$ cat config.mk
export PLATFORM = sky130hd
export DESIGN_NAME = signed_integer_to_radix_symbols
export DESIGN_NICKNAME = d
export VERILOG_FILES = /design/src/design/sirs_pkg.sv /design/src/design/signed_integer_to_radix_symbols.sv /design/src/design/sirs_front.sv /design/src/design/sirs_queue.sv /design/src/design/sirs_back.sv
export SDC_FILE = /design/constraint.sdc
export NUM_CORES = 2
export LEC_CHECK = 0
export BUFFER_PORTS_ARGS = -buffer_cell sky130_fd_sc_hd__buf_2
export CAP_MARGIN = 20
export CORE_MARGIN = 4
export CORE_UTILIZATION = 39
export CTS_CLUSTER_SIZE = 20
export DETAILED_ROUTE_END_ITERATION = 7
export PLACE_DENSITY = 0.59
export REMOVE_ABC_BUFFERS = 1
export SYNTH_ARGS = -nofsm -noshare
export SYNTH_HDL_FRONTEND = slang
export SYNTH_HIERARCHICAL = 1
export SYNTH_SLANG_ARGS = --single-unit
$ cat constraint.sdc
create_clock -name i_clk -period 39.8 [get_ports i_clk]
set_clock_uncertainty 0.1 [all_clocks]
set_input_delay 1.99 -clock i_clk [delete_from_list [all_inputs] [get_ports i_clk]]
set_output_delay 1.99 -clock i_clk [all_outputs]
set_load 0.05 [all_outputs]
$ cat src/design/sirs_pkg.sv
// shared types, constants and the symbol table check for the radix symbol writer
package sirs_pkg;

    localparam int unsigned MAX_SYMBOLS = 16;

    localparam logic [7:0] SYM_MINUS = 8'h2D;
    localparam logic [7:0] SYM_PLUS  = 8'h2B;
    localparam logic [7:0] SYM_SPACE = 8'h20;
    localparam logic [7:0] CTRL_LOW  = 8'h09;
    localparam logic [7:0] CTRL_HIGH = 8'h0D;

    localparam logic [1:0] REG_SYMBOL_COUNT = 2'd0;
    localparam logic [1:0] REG_SYMBOLS_LOW  = 2'd1;
    localparam logic [1:0] REG_SYMBOLS_HIGH = 2'd2;

    typedef struct packed {
        logic [4:0]       count;
        logic [15:0][7:0] symbols;
    } t_cfg;

    typedef struct packed {
        logic        neg;
        logic [31:0] mag;
    } t_job;

    typedef enum logic [1:0] {
        B_IDLE,
        B_DIV,
        B_SIGN,
        B_EMIT
    } t_bstate;

    function automatic logic table_ok(input t_cfg cfg);
        logic       ok;
        logic [7:0] b;
        int         i;
        int         j;
        ok = 1'b1;
        if (cfg.count < 5'd2 || cfg.count > 5'(MAX_SYMBOLS)) begin
            ok = 1'b0;
        end
        for (i = 0; i < 16; i++) begin
            b = cfg.symbols[i];
            if (5'(i) < cfg.count) begin
                if (b == 8'h00 || b == SYM_PLUS || b == SYM_MINUS || b == SYM_SPACE) begin
                    ok = 1'b0;
                end
                if (b >= CTRL_LOW && b <= CTRL_HIGH) begin
                    ok = 1'b0;
                end
                for (j = i + 1; j < 16; j++) begin
                    if (5'(j) < cfg.count && cfg.symbols[j] == b) begin
                        ok = 1'b0;
                    end
                end
            end
        end
        return ok;
    endfunction

endpackage

$ cat src/design/signed_integer_to_radix_symbols.sv
// top level: signed integer to radix symbols with register port
//
//  channel  | handshake                 | payload
//  ---------+---------------------------+------------------------------
//  input    | i_in_valid / o_in_stall   | i_number (signed 32)
//  output   | o_out_valid / i_out_stall | o_symbol (8), o_last_symbol
//  config   | psel penable pwrite pready| paddr (5), pwdata/prdata (64)
//
//  each digit is found by dividing the running magnitude one significant byte at a time
//  (1 to 4 bytes) in the eight-bit-per-cycle remainder divider; then the symbols,
//  sign included, leave through the output register
//  synchronous active-low reset clears control and the three registers to zero
//  output stall holds the output register; a two-entry queue lets the front keep
//  taking numbers until it fills, then o_in_stall rises
module signed_integer_to_radix_symbols (
    input  logic               i_clk,
    input  logic               i_rst_n,
    input  logic               i_in_valid,
    output logic               o_in_stall,
    input  logic signed [31:0] i_number,
    output logic               o_out_valid,
    input  logic               i_out_stall,
    output logic [7:0]         o_symbol,
    output logic               o_last_symbol,
    input  logic               psel,
    input  logic               penable,
    input  logic               pwrite,
    input  logic [4:0]         paddr,
    input  logic [63:0]        pwdata,
    output logic [63:0]        prdata,
    output logic               pready
);

    logic [4:0]     r_count;
    logic [63:0]    r_sym_low;
    logic [63:0]    r_sym_high;
    sirs_pkg::t_cfg w_cfg;
    logic           w_wr;
    logic           w_push;
    logic           w_q_full;
    logic           w_pop;
    logic           w_job_valid;
    sirs_pkg::t_job w_front_job;
    sirs_pkg::t_job w_back_job;

    assign pready        = 1'b1;
    assign w_wr          = psel && penable && pwrite && pready;
    assign w_cfg.count   = r_count;
    assign w_cfg.symbols = {r_sym_high, r_sym_low};

    always_ff @(posedge i_clk) begin
        if (!i_rst_n) begin
            r_count    <= 5'd0;
            r_sym_low  <= 64'd0;
            r_sym_high <= 64'd0;
        end else if (w_wr) begin
            case (paddr[4:3])
                sirs_pkg::REG_SYMBOL_COUNT: r_count    <= pwdata[4:0];
                sirs_pkg::REG_SYMBOLS_LOW:  r_sym_low  <= pwdata;
                sirs_pkg::REG_SYMBOLS_HIGH: r_sym_high <= pwdata;
                default: begin
                    r_count <= r_count;
                end
            endcase
        end
    end

    always_comb begin
        case (paddr[4:3])
            sirs_pkg::REG_SYMBOL_COUNT: prdata = {59'd0, r_count};
            sirs_pkg::REG_SYMBOLS_LOW:  prdata = r_sym_low;
            sirs_pkg::REG_SYMBOLS_HIGH: prdata = r_sym_high;
            default:                    prdata = 64'd0;
        endcase
    end

    sirs_front u_front (
        .i_clk      (i_clk),
        .i_rst_n    (i_rst_n),
        .i_cfg      (w_cfg),
        .i_in_valid (i_in_valid),
        .o_in_stall (o_in_stall),
        .i_number   (i_number),
        .i_q_full   (w_q_full),
        .o_push     (w_push),
        .o_job      (w_front_job)
    );

    sirs_queue u_queue (
        .i_clk   (i_clk),
        .i_rst_n (i_rst_n),
        .i_push  (w_push),
        .i_job   (w_front_job),
        .o_full  (w_q_full),
        .i_pop   (w_pop),
        .o_valid (w_job_valid),
        .o_job   (w_back_job)
    );

    sirs_back u_back (
        .i_clk         (i_clk),
        .i_rst_n       (i_rst_n),
        .i_cfg         (w_cfg),
        .i_job_valid   (w_job_valid),
        .i_job         (w_back_job),
        .o_pop         (w_pop),
        .o_out_valid   (o_out_valid),
        .i_out_stall   (i_out_stall),
        .o_symbol      (o_symbol),
        .o_last_symbol (o_last_symbol)
    );

endmodule

$ cat src/design/sirs_front.sv
// front end: takes numbers, drops them on a rejected table, forms sign and magnitude
module sirs_front (
    input  logic               i_clk,
    input  logic               i_rst_n,
    input  sirs_pkg::t_cfg     i_cfg,
    input  logic               i_in_valid,
    output logic               o_in_stall,
    input  logic signed [31:0] i_number,
    input  logic               i_q_full,
    output logic               o_push,
    output sirs_pkg::t_job     o_job
);

    logic        r_valid;
    logic [31:0] r_raw;
    logic        w_ok;
    logic        w_consume;

    assign w_ok      = sirs_pkg::table_ok(i_cfg);
    assign w_consume = r_valid && (!w_ok || !i_q_full);

    assign o_in_stall = r_valid && !w_consume;
    assign o_push     = w_consume && w_ok;
    assign o_job.neg  = r_raw[31];
    assign o_job.mag  = r_raw[31] ? 32'(32'd0 - r_raw) : r_raw;

    always_ff @(posedge i_clk) begin
        if (!i_rst_n) begin
            r_valid <= 1'b0;
        end else if (i_in_valid && !o_in_stall) begin
            r_valid <= 1'b1;
        end else if (w_consume) begin
            r_valid <= 1'b0;
        end
    end

    always_ff @(posedge i_clk) begin
        if (i_in_valid && !o_in_stall) begin
            r_raw <= i_number;
        end
    end

endmodule

$ cat src/design/sirs_queue.sv
// two-entry job queue between front and back
module sirs_queue (
    input  logic           i_clk,
    input  logic           i_rst_n,
    input  logic           i_push,
    input  sirs_pkg::t_job i_job,
    output logic           o_full,
    input  logic           i_pop,
    output logic           o_valid,
    output sirs_pkg::t_job o_job
);

    sirs_pkg::t_job r_mem [2];
    logic           r_wp;
    logic           r_rp;
    logic [1:0]     r_cnt;
    logic           w_push;
    logic           w_pop;

    assign o_full  = (r_cnt == 2'd2);
    assign o_valid = (r_cnt != 2'd0);
    assign o_job   = r_mem[r_rp];
    assign w_push  = i_push && !o_full;
    assign w_pop   = i_pop && o_valid;

    always_ff @(posedge i_clk) begin
        if (!i_rst_n) begin
            r_wp  <= 1'b0;
            r_rp  <= 1'b0;
            r_cnt <= 2'd0;
        end else begin
            if (w_push) begin
                r_wp <= !r_wp;
            end
            if (w_pop) begin
                r_rp <= !r_rp;
            end
            if (w_push && !w_pop) begin
                r_cnt <= r_cnt + 2'd1;
            end else if (w_pop && !w_push) begin
                r_cnt <= r_cnt - 2'd1;
            end
        end
    end

    always_ff @(posedge i_clk) begin
        if (w_push) begin
            r_mem[r_wp] <= i_job;
        end
    end

endmodule

$ cat src/design/sirs_back.sv
// back end: byte-wise digit divider, digit stack and symbol output register
module sirs_back (
    input  logic           i_clk,
    input  logic           i_rst_n,
    input  sirs_pkg::t_cfg i_cfg,
    input  logic           i_job_valid,
    input  sirs_pkg::t_job i_job,
    output logic           o_pop,
    output logic           o_out_valid,
    input  logic           i_out_stall,
    output logic [7:0]     o_symbol,
    output logic           o_last_symbol
);

    sirs_pkg::t_bstate r_state;
    sirs_pkg::t_bstate n_state;

    logic [31:0] r_mag;
    logic [31:0] n_mag;
    logic [31:0] r_quo;
    logic [31:0] n_quo;
    logic [3:0]  r_rem;
    logic [3:0]  n_rem;
    logic [1:0]  r_k;
    logic [1:0]  n_k;
    logic        r_neg;
    logic        n_neg;
    logic [4:0]  r_wr;
    logic [4:0]  n_wr;
    logic        r_out_valid;
    logic        n_out_valid;
    logic [7:0]  r_sym;
    logic [7:0]  n_sym;
    logic        r_last;
    logic        n_last;
    logic [3:0]  r_digit [32];

    logic        w_can_load;
    logic        w_dig_we;
    logic [7:0]  w_byte;
    logic [7:0]  w_qb;
    logic [3:0]  w_rem;
    logic [31:0] w_quo;

    function automatic logic [1:0] top_byte(input logic [31:0] v);
        logic [1:0] k;
        if (v[31:24] != 8'd0) begin
            k = 2'd3;
        end else if (v[23:16] != 8'd0) begin
            k = 2'd2;
        end else if (v[15:8] != 8'd0) begin
            k = 2'd1;
        end else begin
            k = 2'd0;
        end
        return k;
    endfunction

    assign w_can_load    = !r_out_valid || !i_out_stall;
    assign o_out_valid   = r_out_valid;
    assign o_symbol      = r_sym;
    assign o_last_symbol = r_last;

    // eight restoring division steps on one byte of the magnitude
    always_comb begin
        logic [3:0] rem;
        logic [4:0] t;
        rem    = r_rem;
        w_byte = r_mag[{r_k, 3'b000} +: 8];
        w_qb   = 8'd0;
        for (int b = 7; b >= 0; b--) begin
            t = {rem, w_byte[b]};
            if (t >= i_cfg.count) begin
                w_qb[b] = 1'b1;
                rem     = 4'(t - i_cfg.count);
            end else begin
                rem = t[3:0];
            end
        end
        w_rem = rem;
        w_quo = r_quo;
        w_quo[{r_k, 3'b000} +: 8] = w_qb;
    end

    always_comb begin
        n_state = r_state;
        case (r_state)
            sirs_pkg::B_IDLE: begin
                if (i_job_valid) begin
                    n_state = sirs_pkg::B_DIV;
                end
            end
            sirs_pkg::B_DIV: begin
                if (r_k == 2'd0 && w_quo == 32'd0) begin
                    n_state = r_neg ? sirs_pkg::B_SIGN : sirs_pkg::B_EMIT;
                end
            end
            sirs_pkg::B_SIGN: begin
                if (w_can_load) begin
                    n_state = sirs_pkg::B_EMIT;
                end
            end
            sirs_pkg::B_EMIT: begin
                if (w_can_load && r_wr == 5'd0) begin
                    n_state = sirs_pkg::B_IDLE;
                end
            end
            default: begin
                n_state = sirs_pkg::B_IDLE;
            end
        endcase
    end

    always_comb begin
        n_mag       = r_mag;
        n_quo       = r_quo;
        n_rem       = r_rem;
        n_k         = r_k;
        n_neg       = r_neg;
        n_wr        = r_wr;
        n_out_valid = r_out_valid && i_out_stall;
        n_sym       = r_sym;
        n_last      = r_last;
        o_pop       = 1'b0;
        w_dig_we    = 1'b0;
        case (r_state)
            sirs_pkg::B_IDLE: begin
                if (i_job_valid) begin
                    o_pop = 1'b1;
                    n_mag = i_job.mag;
                    n_neg = i_job.neg;
                    n_quo = 32'd0;
                    n_rem = 4'd0;
                    n_k   = top_byte(i_job.mag);
                    n_wr  = 5'd0;
                end
            end
            sirs_pkg::B_DIV: begin
                n_rem = w_rem;
                n_quo = w_quo;
                if (r_k == 2'd0) begin
                    w_dig_we = 1'b1;
                    if (w_quo != 32'd0) begin
                        n_wr  = r_wr + 5'd1;
                        n_mag = w_quo;
                        n_quo = 32'd0;
                        n_rem = 4'd0;
                        n_k   = top_byte(w_quo);
                    end
                end else begin
                    n_k = r_k - 2'd1;
                end
            end
            sirs_pkg::B_SIGN: begin
                if (w_can_load) begin
                    n_out_valid = 1'b1;
                    n_sym       = sirs_pkg::SYM_MINUS;
                    n_last      = 1'b0;
                end
            end
            sirs_pkg::B_EMIT: begin
                if (w_can_load) begin
                    n_out_valid = 1'b1;
                    n_sym       = i_cfg.symbols[r_digit[r_wr]];
                    n_last      = (r_wr == 5'd0);
                    if (r_wr != 5'd0) begin
                        n_wr = r_wr - 5'd1;
                    end
                end
            end
            default: begin
                n_out_valid = r_out_valid && i_out_stall;
            end
        endcase
    end

    always_ff @(posedge i_clk) begin
        if (!i_rst_n) begin
            r_state     <= sirs_pkg::B_IDLE;
            r_out_valid <= 1'b0;
        end else begin
            r_state     <= n_state;
            r_out_valid <= n_out_valid;
        end
    end

    always_ff @(posedge i_clk) begin
        r_mag  <= n_mag;
        r_quo  <= n_quo;
        r_rem  <= n_rem;
        r_k    <= n_k;
        r_neg  <= n_neg;
        r_wr   <= n_wr;
        r_sym  <= n_sym;
        r_last <= n_last;
        if (w_dig_we) begin
            r_digit[r_wr] <= w_rem;
        end
    end

    a_rem_below_radix: assert property (@(posedge i_clk) disable iff (!i_rst_n)
        r_state == sirs_pkg::B_DIV |-> {1'b0, r_rem} < i_cfg.count)
        else $error("division remainder not below radix");

    a_minus_never_last: assert property (@(posedge i_clk) disable iff (!i_rst_n)
        r_out_valid && r_last |-> r_sym != sirs_pkg::SYM_MINUS)
        else $error("minus symbol marked last");

    a_sign_only_negative: assert property (@(posedge i_clk) disable iff (!i_rst_n)
        r_state == sirs_pkg::B_SIGN |-> r_neg)
        else $error("sign emitted for a non-negative number");

    a_idle_output_last: assert property (@(posedge i_clk) disable iff (!i_rst_n)
        r_state == sirs_pkg::B_IDLE && r_out_valid |-> r_last)
        else $error("back idle while item output unfinished");

endmodule

**Yosys cells after proc, flatten, opt, wreduce, memory -nomap -nowiden**

Memories as Yosys holds them, arrays and structs flattened. A register that Yosys moved wholly into a read port is not among the register bits.
Index checks and enable logic that the tools add are counted.

- Input port bits: 108
- Flip-flop bits (word level): 258
- Logic and storage cells: 783
- Memories kept: 2
- Output and inout bits: 76
- RAM bits: 194

Memories:

| memory | depth | bits a word | rd ports | clocked after memory_dff | wr ports | RTL line | source |
|---|---|---|---|---|---|---|---|
| u_back.r_digit | 32 | 4 | 1 | 1 | 1 | sirs_back.sv:36 | `logic [3:0] r_digit [32];` |
| u_queue.r_mem | 2 | 33 | 1 | 1 | 1 | sirs_queue.sv:13 | `sirs_pkg::t_job r_mem [2];` |

- Order comparisons: 59
- Equal/unequal tests: 183
- Shift-type cells: 3
- Reduce and logical (&&, ||, !) cells: 256
- Add/sub/neg operators: 15
- Mux-type cells: 247

Operators by type and width:

| kind | number |
|---|---|
| == test 8 bit | 120 |
| == test 8 x 6 -> 1 bit (second input constant) | 48 |
| two-way mux 32 bit | 7 |
| two-way mux 1 bit | 196 |
| case mux 64 bit (3 select lines) | 1 |
| logical AND 1 bit | 149 |
| >= comparator 8 x 4 -> 1 bit (second input constant) | 16 |
| less-or-equal comparator 8 x 4 -> 1 bit (second input constant) | 16 |
| zero test 8 bit | 16 |
| case mux 32 bit (2 select lines) | 2 |
| logical OR 1 bit | 51 |
| nonzero test 8 bit | 6 |
| two-way mux 4 bit | 11 |
| >= comparator 5 bit | 8 |
| < comparator 4 x 5 -> 1 bit (first input constant) | 8 |
| binary-select mux 8 bit (select 4 bit) | 1 |
| bitwise mux 32 bit | 1 |
| zero test 32 bit | 1 |
| nonzero test 32 bit | 1 |
| variable shift 8 x 7 -> 32 bit (first input constant) | 1 |
| indexed part select 32 x 6 -> 8 bit | 1 |
| indexed part select 8 x 7 -> 32 bit | 1 |
| subtractor 1 x 32 -> 32 bit (first input constant) | 1 |
| subtractor 4 bit | 8 |
| other kinds (36) | 92 |

**Longest topological paths before layout**

- Depth after elaboration: 181
- Mapped depth: 62
- Mapped depth without buffers: 58

**Hierarchy**

The synthesis kept the hierarchy.

By module, submodules not included:

| module | seq. area each (um^2) | instances | area an instance (um^2) | cells each |
|---|---|---|---|---|
| sirs_front | 980.9 | 1 | 14,789.2 | 1,908 |
| sirs_back | 6,556.3 | 1 | 12,898.6 | 1,026 |
| signed_integer_to_radix_symbols | 2,662.6 | 1 | 5,843.1 | 596 |
| sirs_queue | 2,082.0 | 1 | 2,610.0 | 128 |

**Worst setup path after synthesis**

No wires, ideal clock.

- Path kind: flip-flop to flip-flop
- Start: register u_back.r_k[0]
- End: register u_back.r_mag[0], enable pin
- Cell stages (with the launch flop): 47
- Setup slack: 26,313 ps
- Library setup time: 432 ps
- Arrival time: 12,955 ps
- Required time: 39,268 ps
- Path through: edfxtp_1 > buf_2 > mux4_2 > inv_1 > ha_1 > nand2b_1 > a31oi_1 > o21ai_0 > clkbuf_1 > o21ai_0 > inv_1 > ha_1 > a21o_1 > a31oi_1 > o21ai_1 > buf_1 > o21ai_0 > inv_1 > [... 11 more ...] > mux2_2 > inv_1 > ha_1 > a21o_1 > a31oi_1 > o21ai_1 > mux2_2 > ha_1 > nand2_1 > o21ai_1 > mux2_2 > ha_1 > nand2_1 > o21ai_1 > nor4_1 > o21ai_1 > o21ai_0 > a21oi_1

- Word-level cells in the longest chain between the ends: 22
- Elaborated cells on any way between the ends: 40
- Those cells by class: add/sub: 8; order compare: 8; eq/ne: 2; shift: 3; mux: 16; reduce/logical: 3

Ends and longest elaborated chain:

| what | RTL line | source |
|---|---|---|
| start, declared | sirs_back.sv:24 | `logic [1:0] r_k;` |
| start signal, assigned | sirs_back.sv:191 | `r_k <= n_k;` |
| indexed part select 32 x 6 -> 8 bit | sirs_back.sv:69 | `w_byte = r_mag[{r_k, 3'b000} +: 8];` |
| subtractor 4 bit or >= comparator 5 bit (tied branches) | sirs_back.sv:75, sirs_back.sv:73 |  |
| two-way mux 4 bit | sirs_back.sv:73 | `if (t >= i_cfg.count) begin` |
| subtractor 4 bit or >= comparator 5 bit (tied branches) | sirs_back.sv:75, sirs_back.sv:73 |  |
| two-way mux 4 bit | sirs_back.sv:73 |  |
| subtractor 4 bit or >= comparator 5 bit (tied branches) | sirs_back.sv:75, sirs_back.sv:73 |  |
| two-way mux 4 bit | sirs_back.sv:73 |  |
| subtractor 4 bit or >= comparator 5 bit (tied branches) | sirs_back.sv:75, sirs_back.sv:73 |  |
| [... 6 more ...] | -- |  |
| two-way mux 4 bit | sirs_back.sv:73 |  |
| >= comparator 5 bit | sirs_back.sv:73 |  |
| two-way mux 1 bit | sirs_back.sv:73 |  |
| indexed part select 8 x 7 -> 32 bit | sirs_back.sv:82 | `w_quo[{r_k, 3'b000} +: 8] = w_qb;` |
| bitwise mux 32 bit | sirs_back.sv:82 |  |
| nonzero test 32 bit | sirs_back.sv:143 | `if (w_quo != 32'd0) begin` |
| inequality test 2 x 1 -> 1 bit (no source line) | -- |  |
| AND reduction 4 bit (no source line) (*) | -- |  |
| end signal, assigned | sirs_back.sv:188 | `r_mag <= n_mag;` |
| end, declared | sirs_back.sv:18 | `logic [31:0] r_mag;` |

Mark *: on every way between the ends. The rest lies on a longest branch, timed or not.
A chain may end at the register's enable or synchronous reset.

**Worst setup path after layout**

- Start: register r_count[2]
- End: register u_back.r_wr[4], enable pin

- Word-level cells in the longest chain between the ends: 21
- Elaborated cells on any way between the ends: 35
- Those cells by class: add/sub: 7; order compare: 8; eq/ne: 1; shift: 1; mux: 16; reduce/logical: 2

Ends and longest elaborated chain:

| what | RTL line | source |
|---|---|---|
| start, declared | signed_integer_to_radix_symbols.sv:34 | `logic [4:0] r_count;` |
| start signal, assigned | signed_integer_to_radix_symbols.sv:58 | `sirs_pkg::REG_SYMBOL_COUNT: r_count <= pwdata[4:0];` |
| start signal, assigned | signed_integer_to_radix_symbols.sv:62 | `r_count <= r_count;` |
| subtractor 4 bit or >= comparator 5 bit (tied branches) | sirs_back.sv:75, sirs_back.sv:73 |  |
| two-way mux 4 bit | sirs_back.sv:73 |  |
| subtractor 4 bit or >= comparator 5 bit (tied branches) | sirs_back.sv:75, sirs_back.sv:73 |  |
| two-way mux 4 bit | sirs_back.sv:73 |  |
| >= comparator 5 bit or subtractor 4 bit (tied branches) | sirs_back.sv:73, sirs_back.sv:75 |  |
| two-way mux 4 bit | sirs_back.sv:73 |  |
| subtractor 4 bit or >= comparator 5 bit (tied branches) | sirs_back.sv:75, sirs_back.sv:73 |  |
| two-way mux 4 bit | sirs_back.sv:73 |  |
| [... 5 more ...] | -- |  |
| two-way mux 4 bit | sirs_back.sv:73 |  |
| >= comparator 5 bit | sirs_back.sv:73 |  |
| two-way mux 1 bit | sirs_back.sv:73 |  |
| indexed part select 8 x 7 -> 32 bit (*) | sirs_back.sv:82 |  |
| bitwise mux 32 bit (*) | sirs_back.sv:82 |  |
| nonzero test 32 bit (*) | sirs_back.sv:143 |  |
| inequality test 2 x 1 -> 1 bit (no source line) (*) | -- |  |
| AND reduction 6 bit (no source line) (*) | -- |  |
| end signal, assigned | sirs_back.sv:193 | `r_wr <= n_wr;` |
| end, declared | sirs_back.sv:28 | `logic [4:0] r_wr;` |

Marked as above.

==> run metrics <==
Final min period=between 15 and 20 ns; Worst-Margin Slew=between 1 and 1.5 ns; Power Density=44.88 mW/mm^2; GRT overflow=0; Worst Hold Path EP=r_sym_high[59]; die height=around 310 um; first-pass GRT wire length=between 150000 and 200000 um; fin. max-slew vios=0; Crit path depth=51; worst r2r src=r_count[2]; FF-to-FF setup slack=24.47 ns; vias in the first global route=28020; post-synth cell types=95; Worst VDD drop=105.5 uV; Top FF cell, synth=edfxtp_1; setup ws final=24.47 ns; final worst-path cycle share=0.3853; layout cells sized above 1=0.1495; # port buffers=179; DRT iter0 DRCs=3310; post-synthesis mux area share=0.1106; CTS clk-pin slew, worst paths=~0.060 ns; Crit path largest cell delay=about 0.80 ns; top cells by count, synth=xnor2_1 (808), edfxtp_1 (311), buf_2 (266); post-cts gate resize count=0; Max-cap violations=0; Hold Path Class=flip-flop to flip-flop; RSZ-0062 raised after global routing=no; CP Capture Type=flip-flop; fin nets=3847; Worst setup SP type=flip-flop; Avg Cell Area, Syn=9.880 um^2; DRC Markers=0; hold path startpoint=r_sym_high[59]; Cells after Synth=3658; f_max=roughly 65 MHz; total track usage=0.2488; CTS tree=built; IO Count=between 150 and 200; fraction of the mapped netlist area in adder cells=0.02437; Synth Area in Compound Gates=0.07554; Worst Path Required=approximately 40 ns; GPL Wtd Cong=0.9861; yosys warns=6; Die W=312.4 um; WL/cell=25.51 um; synthesized flop and latch total=458; Total Routed Length=126600 um; Critical R2R Capture=u_back/r_wr[4]; Synth area leader=edfxtp_1; Leakage=14.36 nW; antenna violations before repair=3; Worst Reg2Reg Path Length in Cells=between 50 and 60; clk sinks=458; Worst Path Arrival=15.52 ns; combinational family with the most area after synthesis=XOR/XNOR gates; H-tree levels=2; Fin. Hold Viols=0; Max Root-Sink Buffers=3; CTS root buf=clkbuf_16; core area=between 0.09 and 0.1 mm^2; slew margin rel.=0.2551; top-area cell type share of the netlist area=0.2584; hpwl dp=between 80000 and 90000 um; CTS buffer count=54; family with the most delay on the worst path=compound AO/OA/AOI/OAI gates; share of flip-flops with an asynchronous set or reset=0; Area Growth Syn to Fin=9.884%; Setup Fix Bufs, Post-CTS=0; Row Count=111; most common cell in the netlist=xnor2_1; Hold Path Stages=2; DRT antenna net count=0; # hold bufs at CTS=0; setup violators final=0; sequential fraction of the synthesis area=0.3398; Worst Path Max Fanout=14; DRT Pass-1 Iters=7; vias per cell=5.869; XOR/XNOR Fraction of Synth Area=0.2486; Syn Std Cell Area=0.03614 mm^2; Buf/Inv on CP=9; status=finished clean; Crit-path slowest cell=o21ai_1; top area cells in the synthesized netlist=edfxtp_1 (26%), xnor2_1 (20%), dfxtp_1 (8.1%), mux2i_1 (6.2%), xor2_1 (5.3%); setup TNS=0 ns; worst skew pair latency=0.63 ns; Post-synth EDFFs=311; setup slack at placement=24.46 ns; Post-Synth Simple-Gate Area=0.1374; starting density of the core=0.3937; largest net degree at the start of global routing=89; vias=29130; Total Die Area=about 0.098 mm^2; WS Path Type=flip-flop to flip-flop
power breakdown:
part | internal, W | switching [W] | leakage, nW
Combinational | 0.000184 | 0.000375 | 9.40
Sequential | 0.000679 | 0.0000130 | 4.01
Clock | 0.000321 | 0.000211 | 0.945
Total | 0.00118 | 0.000599 | 14.4
per-layer routing:
| metal | global-route usage | up-vias | routed length [um] |
|---|---|---|---|
| met5 | 0 | - | 27 |
| met4 | 0.1263 | 4 | 6938 |
| met3 | 0.04628 | 395 | 11490 |
| met2 | 0.3982 | 1582 | 57560 |
| met1 | 0.3221 | 14170 | 50600 |
| li1 | - | 12980 | - |
cells in the final DEF (no fill, tap or decap), drive strengths merged, types with 23 or more instances in the layout:
cell / netlist / final
nor3: 135 / 135
ha: 56 / 56
nor4: 92 / 92
dfxtp: 147 / 147
nand4: 195 / 195
a22o: 69 / 69
nand2b: 29 / 29
xnor2: 808 / 808
edfxtp: 311 / 311
clkinv: 1 / 23
mux2i: 226 / 226
inv: 46 / 48
xor2: 218 / 218
mux2: 67 / 67
buf: 303 / 341
nor2b: 33 / 33
nor2: 116 / 116
nand2: 253 / 253
clkbuf: 78 / 66
a21oi: 111 / 111
o21ai: 41 / 41
a31oi: 40 / 40
mux4: 40 / 40
nand3: 30 / 30
worst register-to-register path: cells and delay by family, from the launching register on:
family                     cells  cell delay (ns)
AOI/OAI and AO/OA             29             8.91
adders and majority gates      8             2.38
buffers and inverters          9             1.41
DFF                            1             0.70
muxes                          3             1.11
and+or+nand+nor                2             0.39
worst max path at each step:
stage / endpoint / from
detailed placement: u_back/r_mag[3] / r_count[2]
global route: u_back/r_wr[2] / r_count[2]
CTS: u_back/r_mag[3] / r_count[2]
finish: u_back/r_wr[4] / r_count[2]
global placement: u_back/r_mag[20] / r_count[2]
floorplan: u_back/r_mag[0] / u_back/r_k[0]
flip-flops by register name, summed over array words and instances (netlist names), 4 cells and up, named ones only:
register and cells:
u_back/r_digit 128, u_back/r_quo 32, u_back/r_rem 4, r_sym_high 64
u_back/r_wr 5, u_back/r_mag 32, u_back/o_symbol 8, r_sym_low 64
u_front/r_raw 32, r_count 5, u_queue/r_mem 66
through the flow:
stage,utilization,instances,hold WS (ns),total power [W],cell area (um^2)
global placement,0.4111,4859,0.3446,0.001255,37740
CTS,0.4324,4961,0.3571,0.001799,39690
global route,0.4326,4962,0.3897,0.001864,39710
detailed placement,0.4114,4860,0.3490,0.001264,37770
floorplan,-,3277,0.3602,0.001077,34030
finish,0.4326,4963,0.3565,0.001782,39710
layout make-up:
| cell class | instances | area, um^2 |
|---|---|---|
| antenna | 1 | 2.502 |
| multi-input combinational | 2772 | 21620 |
| sequential | 458 | 12280 |
| inverter | 47 | 178.9 |
| timing repair buffer | 341 | 2151 |
| tap | 1243 | 1555 |
| clock buffer | 66 | 1459 |
| clock inverter | 35 | 464.2 |
| fill | 8769 | 52090 |
cell families (layout without fill, tap and decap cells):
| family | after synthesis | in the layout |
|---|---|---|
| mux | 333 | 333 |
| simple gates | 955 | 955 |
| flops | 458 | 458 |
| compound gates | 392 | 392 |
| other cells | 1 | 2 |
| buf+inv | 428 | 489 |
| xor+xnor | 1026 | 1026 |
| fa+ha+maj | 65 | 65 |
No activity file was read; power rests on OpenSTA's default activity.
